--- src/hdl/srx_esc_pkg.sv ---
`timescale 1ns / 1ps
// ----------------------------------------------------------------------------
// srx_esc_pkg
// Shared constants, event codes and the escape letter decoder for the serial
// receive path.
// ----------------------------------------------------------------------------
package srx_esc_pkg;

   localparam int FIFO_DEPTH_DEFAULT = 256;

   localparam int CSR_INDEX_W = 2;
   localparam int CSR_DATA_W  = 9;
   localparam int THRESH_W    = 9;
   localparam int RUN_W       = 8;
   localparam int BYTE_W      = 8;
   localparam int EVENT_W     = 3;
   localparam int FILL_W      = 8;
   localparam int DROP_W      = 16;

   localparam logic [CSR_INDEX_W-1:0] CSR_CTS_ASSERT  = 2'd0;
   localparam logic [CSR_INDEX_W-1:0] CSR_CTS_RELEASE = 2'd1;
   localparam logic [CSR_INDEX_W-1:0] CSR_BANNER_RUN  = 2'd2;

   localparam logic [THRESH_W-1:0] CTS_ASSERT_RESET  = 9'd17;
   localparam logic [THRESH_W-1:0] CTS_RELEASE_RESET = 9'd34;
   localparam logic [RUN_W-1:0]    BANNER_RUN_RESET  = 8'd80;

   localparam logic [BYTE_W-1:0] BANNER_BYTE_A = 8'h86;
   localparam logic [BYTE_W-1:0] BANNER_BYTE_B = 8'h98;
   localparam logic [BYTE_W-1:0] CHAR_BANG     = 8'h21;
   localparam logic [BYTE_W-1:0] CHAR_DOT      = 8'h2E;
   localparam logic [BYTE_W-1:0] CHAR_CLEAR    = 8'h43;

   localparam logic [DROP_W-1:0] DROP_MAX = 16'hFFFF;

   typedef logic [EVENT_W-1:0] event_type;

   localparam event_type EV_NONE     = 3'd0;
   localparam event_type EV_STORED   = 3'd1;
   localparam event_type EV_FLUSH    = 3'd2;
   localparam event_type EV_EXTCMD   = 3'd3;
   localparam event_type EV_UNKNOWN  = 3'd4;
   localparam event_type EV_OVERFLOW = 3'd5;
   localparam event_type EV_ATMODE   = 3'd6;
   localparam event_type EV_CLEARED  = 3'd7;

   localparam logic KIND_RX   = 1'b0;
   localparam logic KIND_READ = 1'b1;

   function automatic logic is_command_letter(input logic [BYTE_W-1:0] c);
      logic hit;
      hit = 1'b0;
      if (c >= 8'h61 && c <= 8'h7A) begin
         hit = 1'b1;
      end
      if (c >= 8'h30 && c <= 8'h39) begin
         hit = 1'b1;
      end
      case (c)
         8'h4D, 8'h48, 8'h4C, 8'h50, 8'h42, 8'h44, 8'h45,
         8'h49, 8'h46, 8'h59, 8'h5A, 8'h52, 8'h56: begin
            hit = 1'b1;
         end
         default: begin
         end
      endcase
      return hit;
   endfunction

endpackage

--- src/hdl/serial_rx_escape_fifo_flow_control.sv ---
`timescale 1ns / 1ps
// ----------------------------------------------------------------------------
// serial_rx_escape_fifo_flow_control
// Receive byte escape decoder with boot banner detection, ring FIFO, drop
// counter and hysteretic clear-to-send control.
// ----------------------------------------------------------------------------
// Channel  Direction  Handshake            Payload
// req_     in         req_valid/req_ready  kind, rx_byte, at_mode
// rsp_     out        rsp_valid/rsp_ready  read_data .. overflow_count
// csr_     in         csr_valid/csr_ready  csr_index, csr_data
//
// A request is captured in an input register and then finished into the
// response register, so one request is taken every cycle while the response
// is not stalled; the response is valid once it has passed both registers.
// The FIFO head is prefetched from the store each cycle with write bypass.
// Reset clears pointers, counters and flow control; the store is not cleared.
// A stalled response holds the input register, which then stalls req_ready.
// ----------------------------------------------------------------------------
module serial_rx_escape_fifo_flow_control
   import srx_esc_pkg::*;
#(
   parameter int FIFO_DEPTH = FIFO_DEPTH_DEFAULT
) (
   input  logic                   clock,
   input  logic                   reset,
   input  logic                   req_valid,
   output logic                   req_ready,
   input  logic                   req_kind,
   input  logic [BYTE_W-1:0]      req_rx_byte,
   input  logic                   req_at_mode,
   output logic                   rsp_valid,
   input  logic                   rsp_ready,
   output logic [BYTE_W-1:0]      rsp_read_data,
   output logic [EVENT_W-1:0]     rsp_event_res,
   output logic [BYTE_W-1:0]      rsp_command_byte,
   output logic                   rsp_banner_detected,
   output logic                   rsp_silence_cancel,
   output logic                   rsp_cts_stop,
   output logic [FILL_W-1:0]      rsp_fill_level,
   output logic [DROP_W-1:0]      rsp_overflow_count,
   input  logic                   csr_valid,
   output logic                   csr_ready,
   input  logic [CSR_INDEX_W-1:0] csr_index,
   input  logic [CSR_DATA_W-1:0]  csr_data
);

   localparam int PTR_W   = $clog2(FIFO_DEPTH);
   localparam int CNT_W   = $clog2(FIFO_DEPTH + 1);
   localparam int CMP_W   = (CNT_W > THRESH_W) ? CNT_W : THRESH_W;
   localparam int FEXT_W  = (CNT_W > FILL_W) ? CNT_W : FILL_W;
   localparam logic [PTR_W-1:0] PTR_LAST = PTR_W'(FIFO_DEPTH - 1);
   localparam logic [CNT_W-1:0] DEPTH_C  = CNT_W'(FIFO_DEPTH);

   logic [BYTE_W-1:0] store [FIFO_DEPTH];

   logic [THRESH_W-1:0] cts_assert_ff;
   logic [THRESH_W-1:0] cts_release_ff;
   logic [RUN_W-1:0]    banner_run_ff;

   logic              in_valid_ff;
   logic              in_kind_ff;
   logic [BYTE_W-1:0] in_byte_ff;
   logic              in_at_mode_ff;

   logic [PTR_W-1:0]  wp_ff, wp_in;
   logic [PTR_W-1:0]  rp_ff, rp_in;
   logic              esc_ff, esc_in;
   logic [BYTE_W-1:0] prev_ff, prev_in;
   logic [RUN_W-1:0]  run_ff, run_in;
   logic [DROP_W-1:0] drop_ff, drop_in;
   logic              cts_ff, cts_in;

   logic [BYTE_W-1:0] head_ff;
   logic              byp_ff;
   logic [BYTE_W-1:0] byp_data_ff;
   logic [BYTE_W-1:0] head;

   logic              rsp_valid_ff;
   logic [BYTE_W-1:0] read_data_ff, read_data_in;
   event_type         event_ff, event_in;
   logic [BYTE_W-1:0] cmd_ff, cmd_in;
   logic              banner_ff, banner_in;
   logic              cancel_ff, cancel_in;
   logic [FILL_W-1:0] fill_out_ff, fill_out_in;

   logic              fire;
   logic              out_free;
   logic              we;
   logic [BYTE_W-1:0] wdata;
   logic [PTR_W-1:0]  wp_next;
   logic              full;
   logic              push_req;
   logic [RUN_W-1:0]  run_tmp;
   logic [CNT_W-1:0]  fill_after;
   logic [CNT_W-1:0]  free_after;
   logic [FEXT_W-1:0] fill_ext;

   assign out_free  = !rsp_valid_ff || rsp_ready;
   assign fire      = in_valid_ff && out_free;
   assign req_ready = !in_valid_ff || out_free;
   assign csr_ready = 1'b1;
   assign head      = byp_ff ? byp_data_ff : head_ff;
   assign wp_next   = (wp_ff == PTR_LAST) ? '0 : wp_ff + PTR_W'(1);
   assign full      = (wp_next == rp_ff);

   always_comb begin
      wp_in        = wp_ff;
      rp_in        = rp_ff;
      esc_in       = esc_ff;
      prev_in      = prev_ff;
      run_in       = run_ff;
      drop_in      = drop_ff;
      cts_in       = cts_ff;
      read_data_in = '0;
      event_in     = EV_NONE;
      cmd_in       = '0;
      banner_in    = 1'b0;
      cancel_in    = 1'b0;
      we           = 1'b0;
      wdata        = in_byte_ff;
      push_req     = 1'b0;
      run_tmp      = '0;
      fill_after   = '0;
      free_after   = '0;
      fill_ext     = '0;
      fill_out_in  = '0;

      if (fire) begin
         if (in_kind_ff == KIND_READ) begin
            if (wp_ff != rp_ff) begin
               read_data_in = head;
               rp_in        = (rp_ff == PTR_LAST) ? '0 : rp_ff + PTR_W'(1);
            end
         end else begin
            if ((prev_ff == BANNER_BYTE_A && in_byte_ff == BANNER_BYTE_B) ||
                (prev_ff == BANNER_BYTE_B && in_byte_ff == BANNER_BYTE_A)) begin
               run_tmp = run_ff + RUN_W'(1);
            end
            if (run_tmp >= banner_run_ff) begin
               banner_in = 1'b1;
               run_in    = '0;
            end else begin
               run_in = run_tmp;
            end
            prev_in = in_byte_ff;

            if (in_at_mode_ff) begin
               event_in = EV_ATMODE;
            end else if (in_byte_ff == CHAR_BANG) begin
               cancel_in = 1'b1;
               if (esc_ff) begin
                  event_in = EV_FLUSH;
                  esc_in   = 1'b0;
               end else begin
                  esc_in = 1'b1;
               end
            end else if (esc_ff) begin
               esc_in = 1'b0;
               if (in_byte_ff == CHAR_CLEAR) begin
                  rp_in    = wp_ff;
                  event_in = EV_CLEARED;
               end else if (in_byte_ff == CHAR_DOT) begin
                  push_req = 1'b1;
                  wdata    = CHAR_BANG;
               end else if (is_command_letter(in_byte_ff)) begin
                  event_in = EV_EXTCMD;
                  cmd_in   = in_byte_ff;
               end else begin
                  event_in = EV_UNKNOWN;
               end
            end else begin
               push_req = 1'b1;
            end

            if (push_req) begin
               if (full) begin
                  event_in = EV_OVERFLOW;
                  if (drop_ff != DROP_MAX) begin
                     drop_in = drop_ff + DROP_W'(1);
                  end
               end else begin
                  event_in = EV_STORED;
                  we       = 1'b1;
                  wp_in    = wp_next;
               end
            end
         end

         fill_after = CNT_W'(wp_in) - CNT_W'(rp_in) + ((wp_in < rp_in) ? DEPTH_C : '0);
         free_after = DEPTH_C - fill_after;

         if (in_kind_ff == KIND_READ) begin
            if (CMP_W'(free_after) > CMP_W'(cts_release_ff)) begin
               cts_in = 1'b0;
            end
         end else if (!in_at_mode_ff) begin
            if (CMP_W'(free_after) < CMP_W'(cts_assert_ff)) begin
               cts_in = 1'b1;
            end
         end

         fill_ext    = FEXT_W'(fill_after);
         fill_out_in = fill_ext[FILL_W-1:0];
      end
   end

   always_ff @(posedge clock) begin
      if (we) begin
         store[wp_ff] <= wdata;
      end
      head_ff     <= store[rp_in];
      byp_ff      <= we && (wp_ff == rp_in);
      byp_data_ff <= wdata;
   end

   always_ff @(posedge clock) begin
      if (reset) begin
         cts_assert_ff  <= CTS_ASSERT_RESET;
         cts_release_ff <= CTS_RELEASE_RESET;
         banner_run_ff  <= BANNER_RUN_RESET;
      end else if (csr_valid) begin
         unique case (csr_index)
            CSR_CTS_ASSERT:  cts_assert_ff  <= csr_data;
            CSR_CTS_RELEASE: cts_release_ff <= csr_data;
            CSR_BANNER_RUN:  banner_run_ff  <= csr_data[RUN_W-1:0];
            default: begin
            end
         endcase
      end
   end

   always_ff @(posedge clock) begin
      if (reset) begin
         in_valid_ff <= 1'b0;
      end else if (req_ready) begin
         in_valid_ff <= req_valid;
      end
      if (req_ready && req_valid) begin
         in_kind_ff    <= req_kind;
         in_byte_ff    <= req_rx_byte;
         in_at_mode_ff <= req_at_mode;
      end
   end

   always_ff @(posedge clock) begin
      if (reset) begin
         wp_ff   <= '0;
         rp_ff   <= '0;
         esc_ff  <= 1'b0;
         prev_ff <= '0;
         run_ff  <= '0;
         drop_ff <= '0;
         cts_ff  <= 1'b0;
      end else begin
         wp_ff   <= wp_in;
         rp_ff   <= rp_in;
         esc_ff  <= esc_in;
         prev_ff <= prev_in;
         run_ff  <= run_in;
         drop_ff <= drop_in;
         cts_ff  <= cts_in;
      end
   end

   always_ff @(posedge clock) begin
      if (reset) begin
         rsp_valid_ff <= 1'b0;
      end else if (out_free) begin
         rsp_valid_ff <= in_valid_ff;
      end
      if (fire) begin
         read_data_ff <= read_data_in;
         event_ff     <= event_in;
         cmd_ff       <= cmd_in;
         banner_ff    <= banner_in;
         cancel_ff    <= cancel_in;
         fill_out_ff  <= fill_out_in;
      end
   end

   assign rsp_valid           = rsp_valid_ff;
   assign rsp_read_data       = read_data_ff;
   assign rsp_event_res       = event_ff;
   assign rsp_command_byte    = cmd_ff;
   assign rsp_banner_detected = banner_ff;
   assign rsp_silence_cancel  = cancel_ff;
   assign rsp_cts_stop        = cts_ff;
   assign rsp_fill_level      = fill_out_ff;
   assign rsp_overflow_count  = drop_ff;

endmodule
--- config.mk ---
export PLATFORM = sky130hd
export DESIGN_NAME = serial_rx_escape_fifo_flow_control
export DESIGN_NICKNAME = d
export VERILOG_FILES = /design/src/hdl/srx_esc_pkg.sv /design/src/hdl/serial_rx_escape_fifo_flow_control.sv
export SDC_FILE = /design/constraint.sdc
export NUM_CORES = 2
export LEC_CHECK = 0
export ABC_CLOCK_PERIOD_IN_PS = 12000
export BUFFER_PORTS_ARGS = -buffer_cell sky130_fd_sc_hd__buf_4
export CAP_MARGIN = 20
export CORE_MARGIN = 5
export CORE_UTILIZATION = 55
export DETAILED_ROUTE_END_ITERATION = 10
export PLACE_DENSITY_LB_ADDON = 0.1
export SETUP_SLACK_MARGIN = 0.4
export SLEW_MARGIN = 5
export SYNTH_ARGS = -nofsm -noshare
export SYNTH_HDL_FRONTEND = slang
export SYNTH_SLANG_ARGS = --single-unit
--- constraint.sdc ---
create_clock -name clock -period 12 [get_ports clock]
set_input_delay 2.4 -clock clock [delete_from_list [all_inputs] [get_ports clock]]
set_output_delay 2.4 -clock clock [all_outputs]
set_load 0.02 [all_outputs]
==> flow_summary.ini <==
[run_status]
run_status = completed

[cts]
cts-root-buf = clkbuf_16
insertion_delay_ns = 0.87
cts_buffers = 215
cts.repair.resized = 0
holdBufCountCts = 0
cts.sinks = 2182
post_cts_buffers = 0
clockBufferDepth = 3
htreeDepth = 4
clk_pin_slew_worst_paths_ns = 0.07
cts_tree = yes

[cells_and_area]
fin_nets = 6795
area_delta_synth_final_pct = 10.66
mostFrequentLayoutCell = edfxtp_1
fill_cells = 12390
drive_above_1_share = 0.08348
final_cells = 9098
final_cell_mix = 2087 x edfxtp_1, 1504 x nand2_1, 539 x nand3_1

[routing]
routedWlPerCell_um = 30.51
vias = 58830
drc_errors = 0
ant_nets = 0
viasPerCell = 6.466
drtIter0Drc = 9086
wl_mm = 277.5
dr.pass1.iters = 8

[worst_setup_path]
cp_max_fo = 42
worstPathRequired_ns = 12.80
startpoint_type = input pin
critPathCaptureType = flip-flop
ff2ff_path_depth = 24
crit_type = input pin to flip-flop
critPathArrivalTime_ns = 8.41

[sta]
rsz0062_at_grt = no
drv_slew = 0
hold_viol = 0
holdWs_ns = 0.4560
tns_ns = 0
fin_worst_skew_ns = 0.03693
tightest_slew_ns = 1.261
setup_viol_count_final = 0
post-route-min-period_ns = 7.609
fmax_mhz = 131.4
finalCritPeriodShare = 0.6341
slew-limit-headroom = 0.1562

[global_route]
grt_pass1_wl_mm = 396.1
grt_pass1_vias = 54660
grt_start_max_net_pins = 190
antenna_found_initial = 11
grt-ovfl-total = 0
grt_usage = 0.3202

[logic_synthesis]
synth.distinct_cells = 89
postSynth.asyncResetShare = 0
syn-cell-area_mm2 = 0.08951
ys_seq_area_frac = 0.7214
ys.flop_type = edfxtp_1
ys_ff_latch = 2182
synth_top_area_share = 0.7002
syn_avg_cell_area_um2 = 13.25
synth_edf_count = 2087
syn_nets = 6822
ys.warnings.count = 0
synthCells = 6753
synth.area.top_cells = edfxtp_1 70%, nand2_1 6.4%, mux2i_1 3.8%, nand3_1 3.0%, dfxtp_1 2.1%
yosys.area.top_type = edfxtp_1

[die]
start_util = 0.5518
die_h_um = 413.4
die_x_um = 413.4
die-area_mm2 = 0.1709
core_area_mm2 = 0.1622
io_pins = 75
placementRows = 148

[power]
p_leak_uw = 0.03449
peakVddDrop_v = 0.0001815
power_density_mw_per_mm2 = 170.6

[min_path]
whs_path_depth = 2
hold_path_class = flip-flop to flip-flop

[placement]
place_inst = 8679
place.gp.congestion = 0.9024
portBuffers = 73
dpl.hpwl_mm = 160.6

[job]
maxCapViolCount = 0
-- power breakdown --
part,internal [uW],leakage (uW),switching [uW],total (uW)
clock network,3870,0.00346,2940,6810
logic,467,0.0115,1200,1660
registers,8380,0.0196,44.3,8430
-- worst max-delay path, stage by stage --
cell and delay [ns]:
buf_4 0.12, nand2b_1 0.20, nand2_1 0.49, clkinv_1 0.77, a21oi_1 0.58, a211o_4 0.48, buf_4 0.41, nand2_4 0.47
buf_4 0.47, o221ai_1 0.25, o211ai_1 0.12, a21oi_1 0.44, nor3_1 0.10, a311oi_1 0.82, a2111o_1 0.20
-- state kept, by name (all words and copies together), names as in the netlist, 3 cells and up --
register and flops:
cts_assert_ff 9, rsp_overflow_count 16, banner_run_ff 8, rsp_event_res 3, store 2048, wp_ff 8, prev_ff 8, cts_release_ff 9
rsp_fill_level 8, run_ff 8, head_ff 8, rsp_command_byte 8, rp_ff 8, byp_data_ff 8, in_byte_ff 8, rsp_read_data 8
-- through the flow --
stage | total power, uW | setup slack (ns) | utilization | cell area, um^2
after floorplan | 9639 | 3.335 | - | 89520
after global placement | 10200 | 3.513 | 0.5662 | 91850
after detailed placement | 10210 | 3.481 | 0.5664 | 91870
after CTS | 16890 | 4.386 | 0.6101 | 98960
after global routing | 17360 | 4.212 | 0.6104 | 99020
final | 16890 | 4.391 | 0.6106 | 99050
-- cells in the mapped netlist (7+ instances only) --
cell and count:
edfxtp_1 2087, nand2_1 1515, nand3_1 543, nor2_1 399, mux2i_1 341, a21oi_1 233
buf_2 231, clkbuf_1 123, and3_1 105, dfxtp_1 95, a311oi_1 94, o221ai_1 93
a31oi_1 74, o21ai_0 64, nor3_1 56, o22ai_1 49, nand4_1 45, inv_1 43
ha_1 42, buf_4 39, a32oi_1 37, buf_6 36, nor4_1 29, xor2_1 29
xnor2_1 28, buf_1 23, o211ai_1 22, a211oi_1 13, a21o_1 13, nand2b_1 13
nor2b_1 13, or4_1 13, o21a_1 12, or3_1 12, a32o_1 11, a221oi_1 10
o21ai_1 10, o31ai_1 10, a211o_1 9, a41oi_1 9, a2111oi_0 8, and2_1 8
o41ai_1 7
-- path summary, 6_finish.rpt --
check	startpoint	end	slack, ns
setup / recovery	rsp_ready	head_ff[1]	4.39
hold / removal	prev_ff[7]	prev_ff[7]	0.46
setup reg to reg	wp_ff[0]	rsp_cts_stop	4.77
hold reg to reg	prev_ff[7]	prev_ff[7]	0.46
-- routing by layer --
layer,GRT usage,part of all wire,routed length (um),vias to the layer above
met5,0,0.00018,49,-
met4,0.1243,0.042,11540,6
met3,0.07637,0.12,32960,571
met2,0.4749,0.45,123900,3787
met1,0.4626,0.39,109100,29330
li1,-,-,-,25140
-- layout make-up --
type | count | area, um^2 | share of cell area
Sequential cell | 2182 | 64570 | 0.6519
Multi-Input combinational cell | 4076 | 22650 | 0.2287
Clock buffer | 277 | 5673 | 0.05727
Tap cell | 2175 | 2721 | 0.02748
Timing Repair Buffer | 208 | 1827 | 0.01844
Clock inverter | 126 | 1418 | 0.01431
Inverter | 43 | 161.4 | 0.001630
Antenna cell | 11 | 27.53 | 0.0002779
-- cells by family after synthesis --
kind of cell / after synthesis / synth area share
AO/OA/AOI/OAI: 835 / 0.06499
XOR/XNOR: 57 / 0.005577
adder cells (fa/ha/maj): 43 / 0.006095
buffers and inverters: 495 / 0.02864
flip-flops: 2182 / 0.7214
multiplexers: 347 / 0.03889
other: 2 / 0.00008390
AND/OR/NAND/NOR: 2792 / 0.1343
Note: power is estimated with default switching activity, not from simulation.
